## src/keyword_token_counter_top_macros.svh

```systemverilog
// ----------------------------------------------------------------------------
// keyword_token_counter_top_macros - assertion helpers
// Clocked assertion wrappers used by the keyword counter modules (kwc_count).
// ----------------------------------------------------------------------------
`ifndef KEYWORD_TOKEN_COUNTER_TOP_MACROS_SVH
`define KEYWORD_TOKEN_COUNTER_TOP_MACROS_SVH

// Check on every rising edge outside reset.
`define KWC_ASSERT(lbl, prop, msg) \
  lbl: assert property (@(posedge clk) disable iff (!rst_n) prop) else $error(msg);

// Check on every rising edge, reset included.
`define KWC_ASSERT_ALWAYS(lbl, prop, msg) \
  lbl: assert property (@(posedge clk) prop) else $error(msg);

`endif

```

## src/kwc_pkg.sv

```systemverilog
// ----------------------------------------------------------------------------
// kwc_pkg - keyword token counter package
// Dictionary tables, widths and the item record passed along the cell row.
// ----------------------------------------------------------------------------
package kwc_pkg;

  localparam int TABLE_WORDS = 4;
  localparam int TABLE_CHARS = 16;
  localparam int POS_BITS    = 5;
  localparam int IDX_BITS    = $clog2(TABLE_CHARS);

  localparam int DEF_DICT_WORDS   = 4;
  localparam int DEF_MAX_WORD_LEN = 16;
  localparam int DEF_COUNT_BITS   = 16;

  localparam int MATCH_BITS = 16;

  localparam logic [7:0] CH_SPACE = 8'h20;
  localparam logic [7:0] CH_NUL   = 8'h00;
  localparam logic [POS_BITS-1:0] POS_MAX = '1;

  // Lower-case dictionary text, zero padded
  localparam logic [7:0] DICT_TEXT [TABLE_WORDS][TABLE_CHARS] = '{
    '{8'h63, 8'h75, 8'h72, 8'h73, 8'h65, 8'h31, 8'h00, 8'h00,
      8'h00, 8'h00, 8'h00, 8'h00, 8'h00, 8'h00, 8'h00, 8'h00},
    '{8'h63, 8'h75, 8'h72, 8'h73, 8'h65, 8'h32, 8'h00, 8'h00,
      8'h00, 8'h00, 8'h00, 8'h00, 8'h00, 8'h00, 8'h00, 8'h00},
    '{8'h72, 8'h61, 8'h63, 8'h69, 8'h73, 8'h74, 8'h5f, 8'h70,
      8'h68, 8'h72, 8'h61, 8'h73, 8'h65, 8'h31, 8'h00, 8'h00},
    '{8'h72, 8'h61, 8'h63, 8'h69, 8'h73, 8'h74, 8'h5f, 8'h70,
      8'h68, 8'h72, 8'h61, 8'h73, 8'h65, 8'h32, 8'h00, 8'h00}
  };

  localparam logic [POS_BITS-1:0] DICT_LEN [TABLE_WORDS] = '{
    5'd6, 5'd6, 5'd14, 5'd14
  };

  // One byte item after token tracking
  typedef struct packed {
    logic                last;
    logic                do_char;
    logic [7:0]          ch;
    logic [POS_BITS-1:0] char_pos;
    logic                do_close;
    logic                tok;
    logic [POS_BITS-1:0] close_pos;
  } kwc_pkt_t;

  function automatic logic [7:0] fold_byte(input logic [7:0] c);
    logic [7:0] r;
    r = c;
    if (c >= 8'h41 && c <= 8'h5a) begin
      r = c + 8'h20;
    end
    return r;
  endfunction

endpackage

```

## src/keyword_token_counter_top.sv

```systemverilog
// ----------------------------------------------------------------------------
// keyword_token_counter_top - keyword token counter
// Counts whole-word, case-insensitive dictionary matches in a byte stream.
// ----------------------------------------------------------------------------
// Usage:
//   Input channel (in_*): one text byte per transfer in in_tdata, in_tlast on
//   the final byte of a string. Spaces split tokens; a zero byte ends the
//   string and later bytes up to in_tlast are dropped.
//   Output channel (out_*): one transfer per string, sent for the in_tlast
//   byte: the match count in out_tdata and the saturation flag in out_tuser.
//   Throughput: one byte per cycle while the cell row is not held by a stall.
//   Pipeline: the last byte is loaded into the token tracker register, then
//   passes one stage per dictionary cell, at most four, then the result
//   register, where the result is presented.
//   Stall: the result register holds until out_tready; bytes keep flowing
//   until a second last byte reaches the tail while a result still waits,
//   then the whole row and in_tready hold.
//   Reset: synchronous, active low; clears the token tracker, stage valids,
//   count and result valid and sets every live flag. No clearing pass is needed.
// ----------------------------------------------------------------------------
module keyword_token_counter_top #(
  parameter int DICT_WORDS   = kwc_pkg::DEF_DICT_WORDS,
  parameter int MAX_WORD_LEN = kwc_pkg::DEF_MAX_WORD_LEN,
  parameter int COUNT_BITS   = kwc_pkg::DEF_COUNT_BITS
) (
  input  logic        clk,
  input  logic        rst_n,
  input  logic        in_tvalid,
  output logic        in_tready,
  input  logic [7:0]  in_tdata,    // [7:0] ch
  input  logic        in_tlast,
  output logic        out_tvalid,
  input  logic        out_tready,
  output logic [15:0] out_tdata,   // [15:0] match_count
  output logic        out_tuser    // [0] saturated
);

  // Only the words present in the table take part
  localparam int NCELL = (DICT_WORDS < kwc_pkg::TABLE_WORDS) ? DICT_WORDS
                                                             : kwc_pkg::TABLE_WORDS;

  logic              adv;
  logic              stg_valid [NCELL+1];
  kwc_pkg::kwc_pkt_t stg_pkt   [NCELL+1];
  logic              stg_hit   [NCELL+1];

  // Track tokens and tag each byte with its position
  kwc_front u_front (
    .clk       (clk),
    .rst_n     (rst_n),
    .adv       (adv),
    .in_take   (in_tvalid && adv),
    .in_ch     (in_tdata),
    .in_last   (in_tlast),
    .out_valid (stg_valid[0]),
    .out_pkt   (stg_pkt[0])
  );

  // No word has matched before the first cell
  assign stg_hit[0] = 1'b0;

  // Advance each item through one cell per dictionary word
  for (genvar g = 0; g < NCELL; g++) begin : g_cell
    kwc_cell #(
      .WORD         (g),
      .MAX_WORD_LEN (MAX_WORD_LEN)
    ) u_cell (
      .clk       (clk),
      .rst_n     (rst_n),
      .adv       (adv),
      .in_valid  (stg_valid[g]),
      .in_pkt    (stg_pkt[g]),
      .in_hit    (stg_hit[g]),
      .out_valid (stg_valid[g+1]),
      .out_pkt   (stg_pkt[g+1]),
      .out_hit   (stg_hit[g+1])
    );
  end

  // Count hits, emit the result on the last byte
  kwc_count #(
    .COUNT_BITS (COUNT_BITS)
  ) u_count (
    .clk        (clk),
    .rst_n      (rst_n),
    .in_valid   (stg_valid[NCELL]),
    .in_last    (stg_pkt[NCELL].last),
    .in_hit     (stg_hit[NCELL]),
    .ready      (adv),
    .out_tvalid (out_tvalid),
    .out_tready (out_tready),
    .out_tdata  (out_tdata),
    .out_tuser  (out_tuser)
  );

  assign in_tready = adv;

endmodule

```

## src/kwc_front.sv

```systemverilog
// ----------------------------------------------------------------------------
// kwc_front - token tracker
// Splits the byte stream into tokens and tags each byte with its position.
// ----------------------------------------------------------------------------
module kwc_front (
  input  logic              clk,
  input  logic              rst_n,
  input  logic              adv,
  input  logic              in_take,
  input  logic [7:0]        in_ch,
  input  logic              in_last,
  output logic              out_valid,
  output kwc_pkg::kwc_pkt_t out_pkt
);

  logic [kwc_pkg::POS_BITS-1:0] pos_r, pos_nxt, pos_inc;
  logic                         tok_r, tok_nxt;
  logic                         ended_r, ended_nxt;
  logic                         valid_r;
  kwc_pkg::kwc_pkt_t            pkt_r, pkt_nxt;
  logic                         is_nul, is_sp, byte_close, byte_char;

  always_comb begin
    is_nul     = (in_ch == kwc_pkg::CH_NUL);
    is_sp      = (in_ch == kwc_pkg::CH_SPACE);
    byte_close = !ended_r && (is_nul || is_sp);
    byte_char  = !ended_r && !is_nul && !is_sp;
    pos_inc    = (pos_r == kwc_pkg::POS_MAX) ? pos_r : pos_r + 1'b1;

    pkt_nxt.last     = in_last;
    pkt_nxt.do_char  = byte_char;
    pkt_nxt.ch       = kwc_pkg::fold_byte(in_ch);
    pkt_nxt.char_pos = pos_r;
    pkt_nxt.do_close = byte_close || in_last;
    pkt_nxt.tok      = byte_char ? 1'b1 : tok_r;
    pkt_nxt.close_pos = byte_char ? pos_inc : pos_r;

    pos_nxt   = pos_r;
    tok_nxt   = tok_r;
    ended_nxt = ended_r;
    priority if (in_last) begin
      pos_nxt   = '0;
      tok_nxt   = 1'b0;
      ended_nxt = 1'b0;
    end else if (byte_close) begin
      pos_nxt   = '0;
      tok_nxt   = 1'b0;
      ended_nxt = is_nul;
    end else if (byte_char) begin
      pos_nxt = pos_inc;
      tok_nxt = 1'b1;
    end
  end

  always_ff @(posedge clk) begin
    if (!rst_n) begin
      pos_r   <= '0;
      tok_r   <= 1'b0;
      ended_r <= 1'b0;
      valid_r <= 1'b0;
    end else if (adv) begin
      valid_r <= in_take;
      if (in_take) begin
        pos_r   <= pos_nxt;
        tok_r   <= tok_nxt;
        ended_r <= ended_nxt;
      end
    end
  end

  always_ff @(posedge clk) begin
    if (adv) begin
      pkt_r <= pkt_nxt;
    end
  end

  assign out_valid = valid_r;
  assign out_pkt   = pkt_r;

endmodule

```

## src/kwc_cell.sv

```systemverilog
// ----------------------------------------------------------------------------
// kwc_cell - one dictionary word
// Holds the live flag of one word and folds its hit into the passing item.
// ----------------------------------------------------------------------------
module kwc_cell #(
  parameter int WORD         = 0,
  parameter int MAX_WORD_LEN = kwc_pkg::DEF_MAX_WORD_LEN
) (
  input  logic              clk,
  input  logic              rst_n,
  input  logic              adv,
  input  logic              in_valid,
  input  kwc_pkg::kwc_pkt_t in_pkt,
  input  logic              in_hit,
  output logic              out_valid,
  output kwc_pkg::kwc_pkt_t out_pkt,
  output logic              out_hit
);

  localparam logic [kwc_pkg::POS_BITS-1:0] LEN = kwc_pkg::DICT_LEN[WORD];
  localparam bit LEN_OK = (int'(LEN) > 0) && (int'(LEN) <= MAX_WORD_LEN);
  localparam logic [kwc_pkg::POS_BITS-1:0] CHARS =
    kwc_pkg::POS_BITS'(kwc_pkg::TABLE_CHARS - 1);

  logic              alive_r, alive_nxt, alive_mid, chr_ok, hit_nxt;
  logic              valid_r;
  kwc_pkg::kwc_pkt_t pkt_r;
  logic              hit_r;

  always_comb begin
    chr_ok = (in_pkt.char_pos < LEN) && (in_pkt.char_pos <= CHARS) &&
             (kwc_pkg::DICT_TEXT[WORD][in_pkt.char_pos[kwc_pkg::IDX_BITS-1:0]] == in_pkt.ch);
    // apply the byte first, then the close
    alive_mid = in_pkt.do_char ? (alive_r && chr_ok) : alive_r;
    hit_nxt   = in_hit || (in_pkt.do_close && in_pkt.tok && alive_mid && LEN_OK &&
                           (in_pkt.close_pos == LEN));
    alive_nxt = in_pkt.do_close ? 1'b1 : alive_mid;
  end

  always_ff @(posedge clk) begin
    if (!rst_n) begin
      alive_r <= 1'b1;
      valid_r <= 1'b0;
    end else if (adv) begin
      valid_r <= in_valid;
      if (in_valid) begin
        alive_r <= alive_nxt;
      end
    end
  end

  always_ff @(posedge clk) begin
    if (adv) begin
      pkt_r <= in_pkt;
      hit_r <= hit_nxt;
    end
  end

  assign out_valid = valid_r;
  assign out_pkt   = pkt_r;
  assign out_hit   = hit_r;

endmodule

```

## src/kwc_count.sv

```systemverilog
// ----------------------------------------------------------------------------
// kwc_count - match counter and result register
// Counts hits with saturation and presents the count on the last item.
// ----------------------------------------------------------------------------
`include "keyword_token_counter_top_macros.svh"

module kwc_count #(
  parameter int COUNT_BITS = kwc_pkg::DEF_COUNT_BITS
) (
  input  logic                           clk,
  input  logic                           rst_n,
  input  logic                           in_valid,
  input  logic                           in_last,
  input  logic                           in_hit,
  output logic                           ready,
  output logic                           out_tvalid,
  input  logic                           out_tready,
  output logic [kwc_pkg::MATCH_BITS-1:0] out_tdata,
  output logic                           out_tuser
);

  localparam int EXT_BITS = (COUNT_BITS > kwc_pkg::MATCH_BITS) ? COUNT_BITS
                                                               : kwc_pkg::MATCH_BITS;
  localparam logic [COUNT_BITS-1:0] CMAX = '1;

  logic [COUNT_BITS-1:0]         cnt_r, cnt_new;
  logic                          sat_r, sat_new;
  logic                          out_tvalid_r;
  logic [kwc_pkg::MATCH_BITS-1:0] out_data_r;
  logic                          out_sat_r;
  logic [EXT_BITS-1:0]           cnt_ext;
  logic                          take;

  always_comb begin
    cnt_new = (in_hit && cnt_r != CMAX) ? cnt_r + 1'b1 : cnt_r;
    sat_new = (cnt_new == CMAX);
    cnt_ext = EXT_BITS'(cnt_new);
    // hold the tail only when a result would overwrite one still waiting
    ready   = !(in_valid && in_last && out_tvalid_r && !out_tready);
    take    = in_valid && ready;
  end

  always_ff @(posedge clk) begin
    if (!rst_n) begin
      cnt_r        <= '0;
      sat_r        <= 1'b0;
      out_tvalid_r <= 1'b0;
    end else begin
      if (out_tready) begin
        out_tvalid_r <= 1'b0;
      end
      if (take) begin
        if (in_last) begin
          cnt_r        <= '0;
          sat_r        <= 1'b0;
          out_tvalid_r <= 1'b1;
        end else begin
          cnt_r <= cnt_new;
          sat_r <= sat_new;
        end
      end
    end
  end

  always_ff @(posedge clk) begin
    if (take && in_last) begin
      out_data_r <= cnt_ext[kwc_pkg::MATCH_BITS-1:0];
      out_sat_r  <= sat_new;
    end
  end

  assign out_tvalid = out_tvalid_r;
  assign out_tdata  = out_data_r;
  assign out_tuser  = out_sat_r;

  `KWC_ASSERT(a_sat_at_max, sat_r |-> (cnt_r == CMAX), "saturated flag without full count")
  `KWC_ASSERT(a_stall_only_full, !ready |-> out_tvalid_r, "tail held with empty result register")
  `KWC_ASSERT(a_last_clears, (take && in_last) |=> (cnt_r == '0 && !sat_r && out_tvalid_r),
              "count not restarted after result")

endmodule
```

## config.mk

```make
export PLATFORM = sky130hd
export DESIGN_NAME = keyword_token_counter_top
export DESIGN_NICKNAME = d
export VERILOG_FILES = /design/src/kwc_pkg.sv /design/src/keyword_token_counter_top.sv /design/src/kwc_front.sv /design/src/kwc_cell.sv /design/src/kwc_count.sv
export VERILOG_INCLUDE_DIRS = /design/src /design/src/src
export SDC_FILE = /design/constraint.sdc
export NUM_CORES = 1
export LEC_CHECK = 0
export CAP_MARGIN = 20
export CORE_MARGIN = 3
export CORE_UTILIZATION = 45
export DETAILED_ROUTE_END_ITERATION = 16
export DONT_BUFFER_PORTS = 1
export GPL_TIMING_DRIVEN = 0
export PLACE_DENSITY = 0.58
export SLEW_MARGIN = 10
export SYNTH_ARGS = -nofsm -noshare
export SYNTH_HDL_FRONTEND = slang
export SYNTH_SLANG_ARGS = --single-unit
```

## constraint.sdc

```tcl
create_clock -name clk -period 7.5 [get_ports clk]
set_clock_uncertainty 0.1 [all_clocks]
set_input_delay 0.75 -clock clk [delete_from_list [all_inputs] [get_ports clk]]
set_output_delay 0.75 -clock clk [all_outputs]
set_load 0.02 [all_outputs]
```

==> results.cfg <==
[timing]
rsz0062_at_grt = false
setup_viol = 0
finalCritPeriodShare = 0.383
hold_viol = 0
maxSlewViolCount = 0
finalCriticalPeriod_ps = 2870
tightest_slew_ps = 690
max_freq_ghz = 0.348
max-slew-margin-rel = 0.540
final.setup.tns_ps = 0
holdWs_ps = 314

[cells_and_area]
layout_common_cells = edfxtp_1 (110), nor2_1 (49), nand2_1 (42)
drive_above_1_share = 0.122
finalNetCount = 595
n_fill_cell = 1157
fin_util = 0.525
areaGrowthSynthToFinish_pct = 12.5
layout_commonest_cell = edfxtp_1
diodes = 0
fin_area_um2 = 7370
fin_cells = 761

[pwr]
p_leak_nw = 2.70
peakVddDrop_v = 0.000153
p_per_area_nw_per_um2 = 233

[clocking]
clk_latency_ps = 420
postCtsSetupBuffers = 0
cts_resized = 0
clkTransAtPathRegs_ps = 60
htreeDepth = 4
numCtsBuffers = 17
clock_sinks = 143
clk_root_buffer_cell = clkbuf_16
cts_buffer_depth = 2
hold_buffers = 0
tritoncts = built

[logic_synthesis]
synth_ff_type = edfxtp_1
ys_seq_area_frac = 0.605
avgSynthCellArea_um2 = 12.0
ys.warnings.count = 0
syn_inst = 547
synth.net_count = 574
postSynth.asyncResetShare = 0
ys_types = 71
synth_edf_count = 110
synth.ff_latch_count = 143
synth_area_um2 = 6550

[critical_path]
crit_chain = buf_6 > nand2_1 > nor2_1 > inv_1 > buf_4 > buf_16 > nand2_1 > nor2_1 > a21oi_1 > nor3_1
worst-path-max-fanout = 65
cp.arrival_ps = 3110
critPathMaxStageDelay_ps = 530
critical-path-top-delay-family = simple AND/OR/NAND/NOR gates
worst-path-stages = 10
cp_slowest_cell = nor2_1
worst-path-buf-inv = 4
required_ps = 7740
end_kind = register
rrSetupSlack_ps = 4630
r2r-start = g_cell[3].u_cell.out_pkt[21]$_DFFE_PN_
crit_start = g_cell[3].u_cell.out_pkt[21]$_DFFE_PN_
r2r_end = u_count.cnt_r[7]$_SDFFE_PN0P_
startpoint_type = register
r2r_cells = 10
crit_type = register to register

[hold_path]
hold_path.class = register to register
hold_end = g_cell[3].u_cell.out_pkt[21]$_DFFE_PN_
min_from = g_cell[2].u_cell.out_pkt[21]$_DFFE_PN_
hold_path_depth = 0

[detailed_routing]
viasPerCell = 5.51
vias = 4192
antenna_left = 0
drc = 0
wl_per_cell_um = 15.6
drt-total-wl_um = 11800
drt-initial-drc-count = 290
detailedRoute.firstPassIterationCount = 6

[floorplan]
num_rows = 43
initial_utilization = 0.467
die_y_um = 127
ios = 32
die_w_um = 127
core_area_um2 = 14000
die-area_um2 = 16000

[global_routing]
grt_use_total = 0.157
grt_max_degree = 66
overflow = 0
grt_pass1_vias = 4207
grt_first_pass_wirelength_um = 19900
antenna_found_initial = 0

[status]
status = completed

[placement]
placed_area_um2 = 6810
placement.io_buffers = 0
hpwl_um = 8360
place_inst = 729
place_congestion = 0.863

[flow_run]
drv_cap = 0
[routing by layer]
| layer | up-vias | global-route usage | share of wire |
|---|---|---|---|
| met2 | 79 | 0.267 | 0.52 |
| met4 | 0 | 0.0650 | 0.015 |
| li1 | 2092 | - | - |
| met1 | 2005 | 0.185 | 0.43 |
| met3 | 16 | 0.0476 | 0.036 |
| met5 | - | 0 | 0 |
[final cells by class]
class | instances | area (µm²) | area share
Buffer | 22 | 104 | 0.0141
Inverter | 22 | 82.6 | 0.0112
Multi-Input combinational cell | 360 | 2400 | 0.326
Sequential cell | 143 | 3960 | 0.538
Clock buffer | 18 | 439 | 0.0596
Tap cell | 180 | 225 | 0.0306
Timing Repair Buffer | 2 | 35.0 | 0.00475
Clock inverter | 14 | 116 | 0.0158
[worst register-to-register path: cells and delay by family, from the launching register on]
| kind | cells | cell delay [ps] |
|---|---|---|
| AOI/OAI and AO/OA | 1 | 160 |
| buffers and inverters | 4 | 1060 |
| DFF | 1 | 400 |
| and+or+nand+nor | 5 | 1090 |
[cell usage after synthesis (13+ instances only)]
library cell,count,area [µm²]
a21oi_1,36,180
a31oi_1,13,81.3
dfxtp_1,33,661
edfxtp_1,110,3300
ha_1,14,175
inv_1,21,78.8
nand2_1,42,158
nand3_1,18,90.1
nor2_1,49,184
nor3_1,15,75.1
o21ai_0,19,95.1
xnor2_1,15,131
[flip-flops by register name, summed over array words and instances, names as in the netlist, 4 cells and up]
signal                   count
g_cell.u_cell.out_pkt       67
g_cell.u_cell.out_valid      4
u_front.out_pkt             22
u_front.pos_r                5
u_count.cnt_r               16
g_cell.u_cell.out_hit        4
u_count.out_tdata           16
g_cell.u_cell.alive_r        4
[stage by stage]
stage	total power [mW]	worst slack (ps)
6_report	1.72	4630
5_1_grt	1.78	4340
4_1_cts	1.73	4600
3_5_place_dp	0.950	4400
3_3_place_gp	0.947	3390
2_1_floorplan	0.934	4210
[kinds of logic after synthesis]
group | after synthesis | share of synthesized area
mux | 13 | 0.0229
buf+inv | 44 | 0.0281
xor+xnor | 25 | 0.0346
compound gates | 112 | 0.113
simple gates | 196 | 0.170
fa+ha+maj | 14 | 0.0267
flops | 143 | 0.605
[worst max-delay path by stage]
stage,to,slack (ps)
6_report,u_count.cnt_r[7]$_SDFFE_PN0P_,4630
4_1_cts,u_count.cnt_r[7]$_SDFFE_PN0P_,4600
2_1_floorplan,u_front.pos_r[0]$_SDFFE_PN0P_,4210
5_1_grt,u_count.cnt_r[7]$_SDFFE_PN0P_,4340
3_3_place_gp,u_front.pos_r[0]$_SDFFE_PN0P_,3390
3_5_place_dp,u_count.cnt_r[7]$_SDFFE_PN0P_,4400
[report_power, final]
| group | total (mW) | switching [mW] | leakage (nW) | internal [mW] |
|---|---|---|---|---|
| registers | 0.883 | 0.0148 | 1.48 | 0.869 |
| logic | 0.0494 | 0.0269 | 0.951 | 0.0225 |
| clock network | 0.785 | 0.322 | 0.268 | 0.463 |
| total | 1.72 | 0.364 | 2.70 | 1.35 |
(Power assumes the default switching activity.)
